### src/hw/rtl/integer_to_ascii_radix_defines.svh
// Assertion macros used by itoar_ctrl in the integer_to_ascii_radix RTL.
// Macros expect signals named clk and rst in the scope where they are used.
`ifndef INTEGER_TO_ASCII_RADIX_DEFINES_SVH
`define INTEGER_TO_ASCII_RADIX_DEFINES_SVH

// Check cons in the same cycle as ante.
`define ITOAR_ASSERT_NOW(lbl, ante, cons) \
  lbl: assert property (@(posedge clk) disable iff (rst) (ante) |-> (cons)) \
    else $error("itoar assertion failed");

// Check cons in the cycle after ante.
`define ITOAR_ASSERT_NEXT(lbl, ante, cons) \
  lbl: assert property (@(posedge clk) disable iff (rst) (ante) |=> (cons)) \
    else $error("itoar assertion failed");

`endif

### src/hw/rtl/itoar_pkg.sv
// Shared types, constants and helpers for the integer_to_ascii_radix block.
// No dependencies.
`default_nettype none

package itoar_pkg;

  localparam int VALUE_WIDTH = 31;
  localparam int DIGIT_W     = 4;
  localparam int NDEC        = (VALUE_WIDTH * 1233) / 4096 + 1;
  localparam int NHEX        = (VALUE_WIDTH + 3) / 4;
  localparam int NCELL       = (NDEC > NHEX) ? NDEC : NHEX;
  localparam int COUNT_W     = $clog2(VALUE_WIDTH + 1);

  localparam logic [1:0] OP_BIN = 2'd0;
  localparam logic [1:0] OP_DEC = 2'd1;

  localparam logic [6:0] ASCII_ZERO = 7'h30;
  localparam logic [6:0] ASCII_A    = 7'h41;
  localparam logic [6:0] TEN        = 7'd10;

  typedef struct packed {
    logic [1:0]             op;
    logic [VALUE_WIDTH-1:0] value;
  } request_t;

  typedef struct packed {
    logic [6:0] digit_char;
    logic       last;
  } result_t;

  typedef struct packed {
    logic load;
    logic dabble;
    logic advance;
  } cell_ctl_t;

  typedef logic [NCELL-1:0][DIGIT_W-1:0] digit_vec_t;

  typedef enum logic [1:0] {
    ST_IDLE,
    ST_CONV,
    ST_EMIT
  } state_t;

  function automatic logic [6:0] digit_to_ascii(input logic [DIGIT_W-1:0] d);
    logic [6:0] wide;
    wide = {{(7 - DIGIT_W){1'b0}}, d};
    return (d < DIGIT_W'(10)) ? ASCII_ZERO + wide : ASCII_A + wide - TEN;
  endfunction

endpackage

`default_nettype wire

### src/hw/rtl/itoar_cell.sv
// One digit cell of the conversion chain: shift-add-3 step, parallel load,
// and shift toward the top during output. Depends on itoar_pkg.
`default_nettype none

module itoar_cell (
  input  logic                          clk,
  input  itoar_pkg::cell_ctl_t          ctl,
  input  logic [itoar_pkg::DIGIT_W-1:0] load_digit,
  input  logic                          carry_in,
  input  logic [itoar_pkg::DIGIT_W-1:0] lower_digit,
  output logic                          carry_out,
  output logic [itoar_pkg::DIGIT_W-1:0] digit
);
  import itoar_pkg::*;

  logic [DIGIT_W-1:0] adjusted;
  logic [DIGIT_W-1:0] digit_next;

  always_comb begin
    adjusted  = (digit >= DIGIT_W'(5)) ? digit + DIGIT_W'(3) : digit;
    carry_out = adjusted[DIGIT_W-1];
    priority if (ctl.load) begin
      digit_next = load_digit;
    end else if (ctl.dabble) begin
      digit_next = {adjusted[DIGIT_W-2:0], carry_in};
    end else if (ctl.advance) begin
      digit_next = lower_digit;
    end else begin
      digit_next = digit;
    end
  end

  always_ff @(posedge clk) begin
    digit <= digit_next;
  end

endmodule

`default_nettype wire

### src/hw/rtl/itoar_ctrl.sv
// Sequencer of the conversion: request capture, bit feed into the cell chain,
// digit selection and the registered result. Depends on itoar_pkg and the defines.
`default_nettype none
`include "integer_to_ascii_radix_defines.svh"

module itoar_ctrl (
  input  logic                          clk,
  input  logic                          rst,
  input  logic                          start,
  input  itoar_pkg::request_t           request,
  output logic                          busy,
  output logic                          strobe,
  output itoar_pkg::result_t            result,
  output itoar_pkg::cell_ctl_t          ctl,
  output itoar_pkg::digit_vec_t         load_digits,
  output logic                          feed_bit,
  input  logic [itoar_pkg::DIGIT_W-1:0] top_digit
);
  import itoar_pkg::*;

  localparam logic [COUNT_W-1:0] COUNT_VALUE = COUNT_W'(VALUE_WIDTH);
  localparam logic [COUNT_W-1:0] COUNT_CELLS = COUNT_W'(NCELL);
  localparam logic [COUNT_W-1:0] COUNT_ONE   = COUNT_W'(1);

  state_t                   state;
  state_t                   state_next;
  logic [COUNT_W-1:0]       count;
  logic [COUNT_W-1:0]       count_next;
  logic                     started;
  logic                     started_next;
  logic [1:0]               op_sel;
  logic [VALUE_WIDTH-1:0]   shreg;
  logic [NCELL*DIGIT_W-1:0] wide_value;
  logic [DIGIT_W-1:0]       emit_digit;
  logic                     emit_now;
  logic                     take;

  assign busy       = (state != ST_IDLE);
  assign take       = (state == ST_IDLE) && start;
  assign feed_bit   = shreg[VALUE_WIDTH-1];
  assign emit_digit = (op_sel == OP_BIN) ? {{(DIGIT_W - 1){1'b0}}, shreg[VALUE_WIDTH-1]}
                                         : top_digit;
  assign emit_now   = (state == ST_EMIT) &&
                      (started || (emit_digit != '0) || (count == COUNT_ONE));

  always_comb begin
    wide_value = '0;
    wide_value[VALUE_WIDTH-1:0] = request.value;
  end

  // next state
  always_comb begin
    state_next   = state;
    count_next   = count;
    started_next = started;
    unique case (state)
      ST_IDLE: begin
        started_next = 1'b0;
        if (start) begin
          unique case (request.op)
            OP_BIN: begin
              state_next = ST_EMIT;
              count_next = COUNT_VALUE;
            end
            OP_DEC: begin
              state_next = ST_CONV;
              count_next = COUNT_VALUE;
            end
            default: begin
              state_next = ST_EMIT;
              count_next = COUNT_CELLS;
            end
          endcase
        end
      end
      ST_CONV: begin
        count_next = count - COUNT_ONE;
        if (count == COUNT_ONE) begin
          state_next = ST_EMIT;
          count_next = COUNT_CELLS;
        end
      end
      ST_EMIT: begin
        count_next   = count - COUNT_ONE;
        started_next = started | emit_now;
        if (count == COUNT_ONE) begin
          state_next = ST_IDLE;
        end
      end
    endcase
  end

  // cell chain control
  always_comb begin
    ctl         = '0;
    load_digits = '0;
    unique case (state)
      ST_IDLE: begin
        ctl.load = start;
        if (request.op != OP_BIN && request.op != OP_DEC) begin
          load_digits = digit_vec_t'(wide_value);
        end
      end
      ST_CONV: ctl.dabble  = 1'b1;
      ST_EMIT: ctl.advance = 1'b1;
    endcase
  end

  always_ff @(posedge clk) begin
    if (rst) begin
      state   <= ST_IDLE;
      count   <= '0;
      started <= 1'b0;
      strobe  <= 1'b0;
    end else begin
      state   <= state_next;
      count   <= count_next;
      started <= started_next;
      strobe  <= emit_now;
    end
  end

  always_ff @(posedge clk) begin
    if (take) begin
      op_sel <= request.op;
      shreg  <= request.value;
    end else if (busy) begin
      shreg <= shreg << 1;
    end
    if (emit_now) begin
      result.digit_char <= digit_to_ascii(emit_digit);
      result.last       <= (count == COUNT_ONE);
    end
  end

  `ITOAR_ASSERT_NEXT(a_take_busy, take, busy)
  `ITOAR_ASSERT_NOW(a_busy_count, busy, count != '0)
  `ITOAR_ASSERT_NEXT(a_final_digit, (state == ST_EMIT) && (count == COUNT_ONE),
                     strobe && result.last && !busy)
  `ITOAR_ASSERT_NOW(a_mid_digit, strobe && !result.last, busy)

endmodule

`default_nettype wire

### src/hw/rtl/integer_to_ascii_radix.sv
// Top level of the integer to ASCII converter: sequencer plus digit cell chain.
// Depends on itoar_pkg, itoar_cell and itoar_ctrl.
//
// Usage:
//   Drive request (op, value) and raise start while busy is low; the request
//   is taken at that clock edge. op selects binary, decimal or upper-case hex
//   (the unused code renders hex). Characters come out most significant first,
//   one per cycle while emitting, each shown for exactly one cycle with strobe
//   high; result.last marks the final character. Leading zeros are dropped,
//   and zero renders as a single '0'.
// Conversion (10 digit cells for 31 bits):
//   binary and hex requests go straight to output; decimal requests first run
//   the shift-add-3 pass, one value bit a cycle through the cell chain,
//   followed by one cell shift per digit cell during output.
// The first character appears in the cycle after the scan reaches it.
// Reset: synchronous rst returns the block to idle with no strobe pending.
// The receiver cannot stall: every strobed character must be taken as shown.
`default_nettype none

module integer_to_ascii_radix (
  input  logic                clk,
  input  logic                rst,
  input  logic                start,
  input  itoar_pkg::request_t request,
  output logic                busy,
  output logic                strobe,
  output itoar_pkg::result_t  result
);
  import itoar_pkg::*;

  cell_ctl_t          ctl;
  digit_vec_t         load_digits;
  digit_vec_t         digits;
  logic [NCELL-1:0]   carry;
  logic               feed_bit;

  itoar_ctrl u_ctrl (
    .clk         (clk),
    .rst         (rst),
    .start       (start),
    .request     (request),
    .busy        (busy),
    .strobe      (strobe),
    .result      (result),
    .ctl         (ctl),
    .load_digits (load_digits),
    .feed_bit    (feed_bit),
    .top_digit   (digits[NCELL-1])
  );

  for (genvar i = 0; i < NCELL; i++) begin : g_cell
    if (i == 0) begin : g_first
      itoar_cell u_cell (
        .clk         (clk),
        .ctl         (ctl),
        .load_digit  (load_digits[i]),
        .carry_in    (feed_bit),
        .lower_digit ('0),
        .carry_out   (carry[i]),
        .digit       (digits[i])
      );
    end else begin : g_rest
      itoar_cell u_cell (
        .clk         (clk),
        .ctl         (ctl),
        .load_digit  (load_digits[i]),
        .carry_in    (carry[i-1]),
        .lower_digit (digits[i-1]),
        .carry_out   (carry[i]),
        .digit       (digits[i])
      );
    end
  end

endmodule

`default_nettype wire

### config.mk
export PLATFORM = sky130hd
export DESIGN_NAME = integer_to_ascii_radix
export DESIGN_NICKNAME = d
export VERILOG_FILES = /design/src/hw/rtl/itoar_pkg.sv /design/src/hw/rtl/itoar_cell.sv /design/src/hw/rtl/itoar_ctrl.sv /design/src/hw/rtl/integer_to_ascii_radix.sv
export VERILOG_INCLUDE_DIRS = /design/src /design/src/hw/rtl
export SDC_FILE = /design/constraint.sdc
export NUM_CORES = 1
export LEC_CHECK = 0
export ABC_CLOCK_PERIOD_IN_PS = 3000
export BUFFER_PORTS_ARGS = -buffer_cell sky130_fd_sc_hd__buf_2
export CORE_ASPECT_RATIO = 1.5
export CORE_UTILIZATION = 60
export DETAILED_ROUTE_END_ITERATION = 7
export GPL_TIMING_DRIVEN = 0
export PLACE_DENSITY = 0.8
export SYNTH_ARGS = -nofsm -noshare
export SYNTH_HDL_FRONTEND = slang
export SYNTH_SLANG_ARGS = --single-unit
### constraint.sdc
create_clock -name clk -period 3 [get_ports clk]
set_clock_uncertainty 0.2 [all_clocks]
set_input_delay 0.45 -clock clk [delete_from_list [all_inputs] [get_ports clk]]
set_output_delay 0.45 -clock clk [all_outputs]
set_load 0.005 [all_outputs]
### Word-level counts from Yosys, hierarchy flattened

Index checks and enable logic that the tools add are counted.

| storage, ports and cells | value |
|---|---|
| bits in registers | 90 |
| input bits | 36 |
| logic and storage cells | 127 |

| cells by class | value |
|---|---|
| equality and inequality tests | 8 |
| reduce and logical (&&, ||, !) cells | 16 |
| muxes and demuxes | 59 |
| bitwise gates (word level) | 1 |
| order comparisons | 11 |
| add/subtract/negate cells | 14 |

Operators with widths:

| operator | count |
|---|---|
| $mux W4 | 40 |
| $mux W31 | 4 |
| $ge A4 B3 Y1 const B | 10 |
| $add A4 B2 Y4 const B | 9 |
| $mux W5 | 3 |
| $pmux W5 S3 | 1 |
| $mux W2 | 4 |
| $reduce_bool A2 Y1 | 4 |
| $add A6 B4 Y7 const A | 1 |
| $add A7 B4 Y7 const A | 1 |
| $mux W7 | 1 |
| $sub A7 B4 Y7 const B | 1 |
| $logic_not A2 Y1 | 3 |
| $pmux W2 S3 | 1 |
| $eq A5 B1 Y1 const B | 1 |
| $sub A5 B1 Y5 const B | 1 |
| $eq A2 B1 Y1 const B | 2 |
| $lt A4 B4 Y1 const B | 1 |
| $ne A2 B1 Y1 const B | 2 |
| $ne A2 B2 Y1 const B | 2 |
| $reduce_bool A4 Y1 | 1 |
| $add A3 B2 Y3 const B | 1 |
| $logic_and A1 B1 Y1 | 3 |
| $mux W1 | 3 |
| 8 further kinds | 9 |

### Logic depth before layout (Yosys ltp)

Gate-level depths: netlist of the first run.

| logic depth | value |
|---|---|
| depth in word-level cells | 8 |
| mapped depth | 8 |

### Modules after synthesis

Synthesis of the first run repeated with hierarchy kept, for this count alone.

| second synthesis, totals | value |
|---|---|
| cells, all modules | 563 |
| area, all modules | 5791.8 µm² |

Modules (own cells, without submodules):

| module | instances | sequential area each (µm²) | cells each | area an instance (µm²) |
|---|---|---|---|---|
| itoar_cell | 10 | 120.1 | 35 | 322.8 |
| itoar_ctrl | 1 | 1411.4 | 212 | 2560.0 |
| integer_to_ascii_radix | 1 | 0.0 | 1 | 3.8 |

### Worst setup path before layout of the first run

No wires, ideal clock.

| timing path | value |
|---|---|
| kind | register to register |
| start point | register u_ctrl.state[0] |
| end point | register u_ctrl.count[0] |
| arrival | 2.421 ns |
| stages on the path, launching flop included | 8 |
| setup slack | 0.248 ns |
| cells stage by stage | dfxtp_1 inv_1 ha_1 nand2b_1 clkbuf_1 o21ai_0 a31oi_1 nor3_1 |

| between the ends | value |
|---|---|
| cells in the longest elaborated chain, start to end | 2 |
| elaborated cells between the ends (all ways) | 5 |
| classes of those cells | 3 x eq/ne; 1 x mux; 1 x reduce/logical |

Ends and longest elaborated chain:

| item | RTL line | source |
|---|---|---|
| from (decl) | itoar_ctrl.sv:25 | `state_t state;` |
| from (signal assigned) | itoar_ctrl.sv:116 | `state <= state_next;` |
| $eq A2 B2 Y1 (tied with other cells) | itoar_ctrl.sv:56 | `unique case (state)` |
| $pmux W5 S3 or $ne A2 B2 Y1 (tied branches) | - |  |
| to (signal assigned) | itoar_ctrl.sv:117 | `count <= count_next;` |
| to (decl) | itoar_ctrl.sv:27 | `logic [COUNT_W-1:0] count;` |

Parallel ways exist; a longest one is shown, timed or not.
A chain may end at the register's enable or synchronous reset.

### Final worst setup path of the first run

| timing path | value |
|---|---|
| start point | register u_ctrl.state[1] |
| end point | register g_cell[4].g_rest.u_cell.digit[2] (netlist name) (enable) |

| between the ends | value |
|---|---|
| cells in the longest elaborated chain, start to end | 3 |
| elaborated cells between the ends (all ways) | 7 |
| classes of those cells | 2 x eq/ne; 3 x mux; 2 x reduce/logical |

Ends and longest elaborated chain:

| item | RTL line | source |
|---|---|---|
| $eq A2 B2 Y1 (tied with other cells) | itoar_ctrl.sv:97 | `unique case (state)` |
| $mux W1 | itoar_ctrl.sv:97 |  |
| $reduce_bool A3 Y1 (no source line) (*) | - |  |
| to (signal assigned) | itoar_cell.sv:34 | `digit <= digit_next;` |
| to (decl) | itoar_cell.sv:12 | `output logic [itoar_pkg::DIGIT_W-1:0] digit` |

Mark *: on every way between the ends. The rest lies on a longest branch, timed or not.

==> results of run 1 <==
[Yosys cell counts (all sizes together), types with 3 or more instances]
cell type and count:
clkbuf 21, and3 8, nor3 14, ha 27
nand3 11, nand2b 12, a211o 6, nor2 22
nor3b 10, dfxtp 9, a31oi 17, mux2 10
xor2 4, edfxtp 81, a31o 7, a311oi 10
a211oi 3, o21ai 45, nand2 115, xnor2 11
o22ai 6, buf 7, a21oi 18, inv 32
or3b 7
[worst max-delay path, stage by stage, from the launching register on]
cell and delay (ns):
dfxtp_1 0.38, inv_1 0.09, ha_1 0.25, nand2_1 0.21
clkbuf_1 0.50, nand2b_2 0.46, buf_16 0.32
[cell type report]
| type | instances | area (um^2) |
|---|---|---|
| inverter | 32 | 120 |
| timing repair buffer | 46 | 275 |
| tap | 105 | 131 |
| multi-input combinational | 374 | 2280 |
| clock buffer | 9 | 225 |
| sequential | 90 | 2610 |
| buffer | 28 | 114 |
| clock inverter | 7 | 141 |
| fill | 608 | 2260 |
[state kept, by name, summed over array words and instances (netlist names), 2 cells and up]
| name | count |
|---|---|
| g_cell.g_first.u_cell.digit | 4 |
| g_cell.g_rest.u_cell.digit | 36 |
| u_ctrl.count | 5 |
| u_ctrl.op_sel | 2 |
| u_ctrl.result | 8 |
| u_ctrl.shreg | 31 |
| u_ctrl.state | 2 |
[how the worst max path moves through the flow]
stage / from / endpoint / slack [ns] / cells past startpoint
4_1_cts: u_ctrl.state[1] / g_cell[4].g_rest.u_cell.digit[2] / 0.41 / 6
5_1_grt: u_ctrl.state[0] / g_cell[4].g_rest.u_cell.digit[3] / 0.23 / 6
3_5_place_dp: u_ctrl.state[0] / g_cell[4].g_rest.u_cell.digit[2] / 0.44 / 6
3_3_place_gp: u_ctrl.state[0] / u_ctrl.count[0] / -0.44 / 7
6_report: u_ctrl.state[1] / g_cell[4].g_rest.u_cell.digit[2] / 0.33 / 6
2_1_floorplan: u_ctrl.state[0] / u_ctrl.count[0] / 0.25 / 7
[through the flow]
step / hold WS, ns / instances
floorplan: 0.231 / 524
global placement: 0.242 / 673
detailed placement: 0.249 / 675
CTS: 0.109 / 691
global route: 0.113 / 691
finish: 0.115 / 691
[power groups by stage]
stage / sequential [W] / combinational (W) / clock (W)
6_report: 0.00262 / 0.00280 / 0.00138
5_1_grt: 0.00269 / 0.00311 / 0.00144
4_1_cts: 0.00261 / 0.00279 / 0.00139
3_5_place_dp: 0.00263 / 0.00275 / 0
3_3_place_gp: 0.00263 / 0.00251 / 0
2_1_floorplan: 0.00253 / 0.00204 / 0
[logic make-up after synthesis]
| group | after synthesis | synth area share (%) |
|---|---|---|
| xor+xnor | 15 | 2.56 |
| mux | 11 | 2.39 |
| flops | 90 | 51.0 |
| compound gates | 119 | 14.6 |
| fa+ha+maj | 27 | 6.59 |
| buf+inv | 60 | 4.54 |
| simple gates | 202 | 18.3 |
[layer usage]
metal | share of wire, % | GRT usage [%] | vias up
met1 | 39 | 31.7 | 2015
met5 | 0 | 0 | -
met2 | 52 | 51.4 | 155
met3 | 5.0 | 4.60 | 44
li1 | - | - | 1990
met4 | 4.3 | 18.2 | 0
==> run summary, run 1 <==
Clock latency on the worst-skew pair = 0.35 ns
Vias per inst = 6.08
Vias in the first global route = 4165
Leak pwr = 2.42 nW
DRC errors left = 0
Setup TNS Final = 0 ns
Largest net degree at the start of global routing = 28
Slew margin rel. = 57.1%
WL/cell = 17.5 um
Reg2reg setup slack = 0.33 ns
Cell Int Power = 0.00428 W
Register area share after synthesis = 51.0%
WL final = 12100 um
First-pass GRT wire length = 19300 um
ANT cells = 0
Die Area = 8920 um^2
Gr ovfl total = 0
Layout cells sized above 1 = 16.7%
Crit end category = flop
Outcome = finished clean
Max-Cap Viols = 0
Number of synthesized flops with an enable pin = 81
Most frequent cells in the layout = nand2_1 (115), edfxtp_1 (81), buf_2 (50), o21ai_0 (44), inv_1 (31)
Comb power frac = 41.2%
Commonest non-fill, non-tap cell in the layout = nand2_1
R2R Path Start = u_ctrl.state[1]
Post-CTS Setup Repair Bufs = 0
Sw frac = 37.1%
Maximum vdd drop = 670 uV
Hold Path Sink = u_ctrl.op_sel[1]
Pwr Total = 0.00681 W
Fin. max-slew vios = 0
Async SR Flop Fraction = 0%
Routability congestion estimate = 0.894
Die Span Y = 115 um
I/O Buffers = 44
Post-DRT Antenna Nets = 0
Min cycle time layout = 2.67 ns
Finish-stage setup viols = 0
CTS tree = yes
Syn_nets = 587
DP Worst Slack = 0.437 ns
Worst R2R Path Depth = 6
Count of state elements after synthesis = 90
GRT Overall Usage = 28.8%
Ys Warns = 0
Crit start category = flop
I/O pin count = 46
Largest fanout on the critical path = 23
Hold Buf Count CTS = 0
Mapped Cells = 524
DIE WIDTH = 77.4 um
Hold path depth = 1
Clock transition at the registers of the reported paths = 0.07 ns
Total number of vias = 4204
Post-cts gate resize count = 0
Area leader, netlist = edfxtp_1
Worst slew pin tran = 0.644 ns
WP data arrival = 2.57 ns
Starting density of the core = 62.8%
Post-DP HPWL = 8590 um
Design Area, Final = 5900 um^2
DP Area = 5530 um^2
# rows = 40
CP Class = reg -> reg
Required @ worst endpoint = 2.90 ns
Reg2Reg Capture Point = g_cell[4].g_rest.u_cell.digit[2]
Util after Layout = 72.3%
Achievable clock frequency = 0.375 GHz
HP Start = request[32]
CTS max path bufs = 2
Synth unique cells = 39
Core Area = 8160 um^2
Mean Syn Cell Area = 9.78 um^2
Area growth from synthesis to layout = 15.2%
Net Sw Power = 0.00252 W
RSZ-0062 raised after global routing = false
Root Buffer = clkbuf_16
Nets = 644
Final worst slack = 0.334 ns
Power per Cell Area = 1150 nW/um^2
CTS H-tree depth = 3
Clk sinks = 90
CTS buffer count = 9
Router iterations before antenna repair = 5
Yosys top cell area share = 47.5%
Final worst path period share = 88.9%
Clock share of power = 20.3%
Iter 0 DRT Violations = 340
Synthesized area = 5120 um^2
Worst Hold Class = in -> reg
Top post-synthesis cells by area = edfxtp_1 (47%), nand2_1 (8.4%), ha_1 (6.6%)
Part of the power in registers = 38.5%
Final Hold Vio Count = 0
Post-synth top flop = edfxtp_1
Initial antenna violation count = 0
Power figures use the tool's default switching activity.
==> inputs of run 2 (changes only) <==
--- a/config.mk
+++ b/config.mk
@@ -12,7 +12,8 @@
 export CORE_UTILIZATION = 60
 export DETAILED_ROUTE_END_ITERATION = 7
 export GPL_TIMING_DRIVEN = 0
-export PLACE_DENSITY = 0.8
+export PLACE_DENSITY = 0.82
+export SLEW_MARGIN = 20
 export SYNTH_ARGS = -nofsm -noshare
 export SYNTH_HDL_FRONTEND = slang
 export SYNTH_SLANG_ARGS = --single-unit
==> run summary, run 2 (synthesis results as in run 1) <==
Power per Cell Area = 1120 nW/um^2 (-2.9%)
Most frequent cells in the layout = nand2_1 (115), edfxtp_1 (81), buf_2 (50), o21ai_0 (44), inv_1 (31)
Leak pwr = 2.38 nW (-1.7%)
Crit end category = flop
Starting density of the core = 62.8% (unchanged)
Hold Buf Count CTS = 0 (unchanged)
Outcome = finished clean
Largest fanout on the critical path = 22 (-4.3%)
Root Buffer = clkbuf_16
CP Class = reg -> reg
Nets = 644 (unchanged)
Achievable clock frequency = 0.375 GHz (about the same)
DRC errors left = 0 (unchanged)
Routability congestion estimate = 0.879 (-1.7%)
First-pass GRT wire length = 19500 um (+0.79%)
Initial antenna violation count = 0 (unchanged)
Crit start category = flop
Iter 0 DRT Violations = 302 (-11%)
Total number of vias = 4276 (+1.7%)
DIE WIDTH = 77.4 um (unchanged)
GRT Overall Usage = 28.9% (+0.13 points)
Design Area, Final = 5810 um^2 (-1.5%)
CTS buffer count = 9 (unchanged)
Finish-stage setup viols = 0 (unchanged)
Maximum vdd drop = 764 uV (+14%)
Largest net degree at the start of global routing = 28 (unchanged)
Fin. max-slew vios = 0 (unchanged)
Commonest non-fill, non-tap cell in the layout = nand2_1
Clock latency on the worst-skew pair = 0.35 ns (about the same)
Post-CTS Setup Repair Bufs = 0 (unchanged)
Worst slew pin tran = 0.637 ns (-0.00671 ns)
Required @ worst endpoint = 2.90 ns (about the same)
WL/cell = 17.7 um (+1.5%)
CTS tree = yes
Max reg flops = 36 (unchanged)
Area growth from synthesis to layout = 13.4%
Max-Cap Viols = 0 (unchanged)
Vias in the first global route = 4269 (+2.5%)
Slew margin rel. = 57.5% (+0.45 points)
# rows = 40 (unchanged)
Router iterations before antenna repair = 5 (unchanged)
CTS max path bufs = 2 (unchanged)
Clk sinks = 90 (unchanged)
Crit path largest cell delay = 0.48 ns (-0.02 ns)
Die Span Y = 115 um (unchanged)
Layout cells sized above 1 = 16.2% (-0.51 points)
Clock transition at the registers of the reported paths = 0.06 ns (about the same)
Crit-path slowest cell = clkbuf_1
Vias per inst = 6.19 (+1.7%)
I/O pin count = 46 (unchanged)
CTS H-tree depth = 3 (unchanged)
WP data arrival = 2.56 ns (about the same)
Final worst path period share = 88.9% (about the same)
WL final = 12200 um (+1.5%)
Post-DRT Antenna Nets = 0 (unchanged)
Biggest regs = g_cell.g_rest.u_cell.digit (36), u_ctrl.shreg (31), u_ctrl.result (8)
Worst Hold Class = in -> reg
I/O Buffers = 44 (unchanged)
Post-cts gate resize count = 0 (unchanged)
ANT cells = 0 (unchanged)
Biggest register = g_cell.g_rest.u_cell.digit
Final Hold Vio Count = 0 (unchanged)
Min cycle time layout = 2.67 ns (+0.000507 ns)
Gr ovfl total = 0 (unchanged)
Core Area = 8160 um^2 (unchanged)
Util after Layout = 71.2% (-1.1 points)
DP Area = 5530 um^2 (unchanged)
RSZ-0062 raised after global routing = false
Post-DP HPWL = 8730 um (+1.6%)
Worst-path cell chain = inv_1 -> ha_1 -> nand2_1 -> clkbuf_1 -> nand2b_2 -> buf_16
Die Area = 8920 um^2 (unchanged)
run 2: layout make-up:
cell class | count | area (um^2)
Inverter | 32 | 120
Tap cell | 105 | 131
Clock inverter | 3 | 16.3
Buffer | 28 | 114
Timing Repair Buffer | 46 | 275
Sequential cell | 90 | 2610
Clock buffer | 13 | 260
Multi-Input combinational cell | 374 | 2280
Fill cell | 610 | 2350
run 2: layer usage:
| layer | global-route usage (%) | vias up | part of all wire [%] |
|---|---|---|---|
| met5 | 0 | - | 0 |
| met4 | 21.6 | 0 | 5.2 |
| met3 | 4.92 | 51 | 6.3 |
| met2 | 51.3 | 195 | 51 |
| met1 | 30.5 | 2040 | 37 |
| li1 | - | 1990 | - |
run 2: where the power goes:
part,leakage (nW),internal [W],total [W],switching (W)
Sequential,0.890,0.00222,0.00264,0.000417
Clock,0.133,0.000603,0.00106,0.000457
Combinational,1.35,0.00117,0.00281,0.00164
run 2: worst paths after layout:
kind	startpoint	to	slack, ns	cells after the start
worst max-delay path	u_ctrl.state[0]	g_cell[7].g_rest.u_cell.digit[0]	0.33	6
worst min-delay path	request[32]	u_ctrl.op_sel[1]	0.10	1
worst max register to register	u_ctrl.state[0]	g_cell[7].g_rest.u_cell.digit[0]	0.33	6
worst min register to register	u_ctrl.started	u_ctrl.started	0.27	2
run 2: worst max-delay path: cells and delay by family, from the launching register on:
kind | cells | cell delay (ns)
simple gates | 2 | 0.72
fa+ha+maj | 1 | 0.26
buf+inv | 3 | 0.87
flops | 1 | 0.35
run 2: through the flow:
step	power [W]	cells	TNS (ns)	setup slack [ns]	hold WS (ns)
final	0.00651	691	0	0.334	0.103
after global routing	0.00693	691	0	0.244	0.100
after CTS	0.00648	691	0	0.386	0.101
after detailed placement	0.00540	675	0	0.404	0.252
after global placement	0.00512	673	-13.52	-0.422	0.242
after floorplan	0.00457	524	0	0.248	0.231
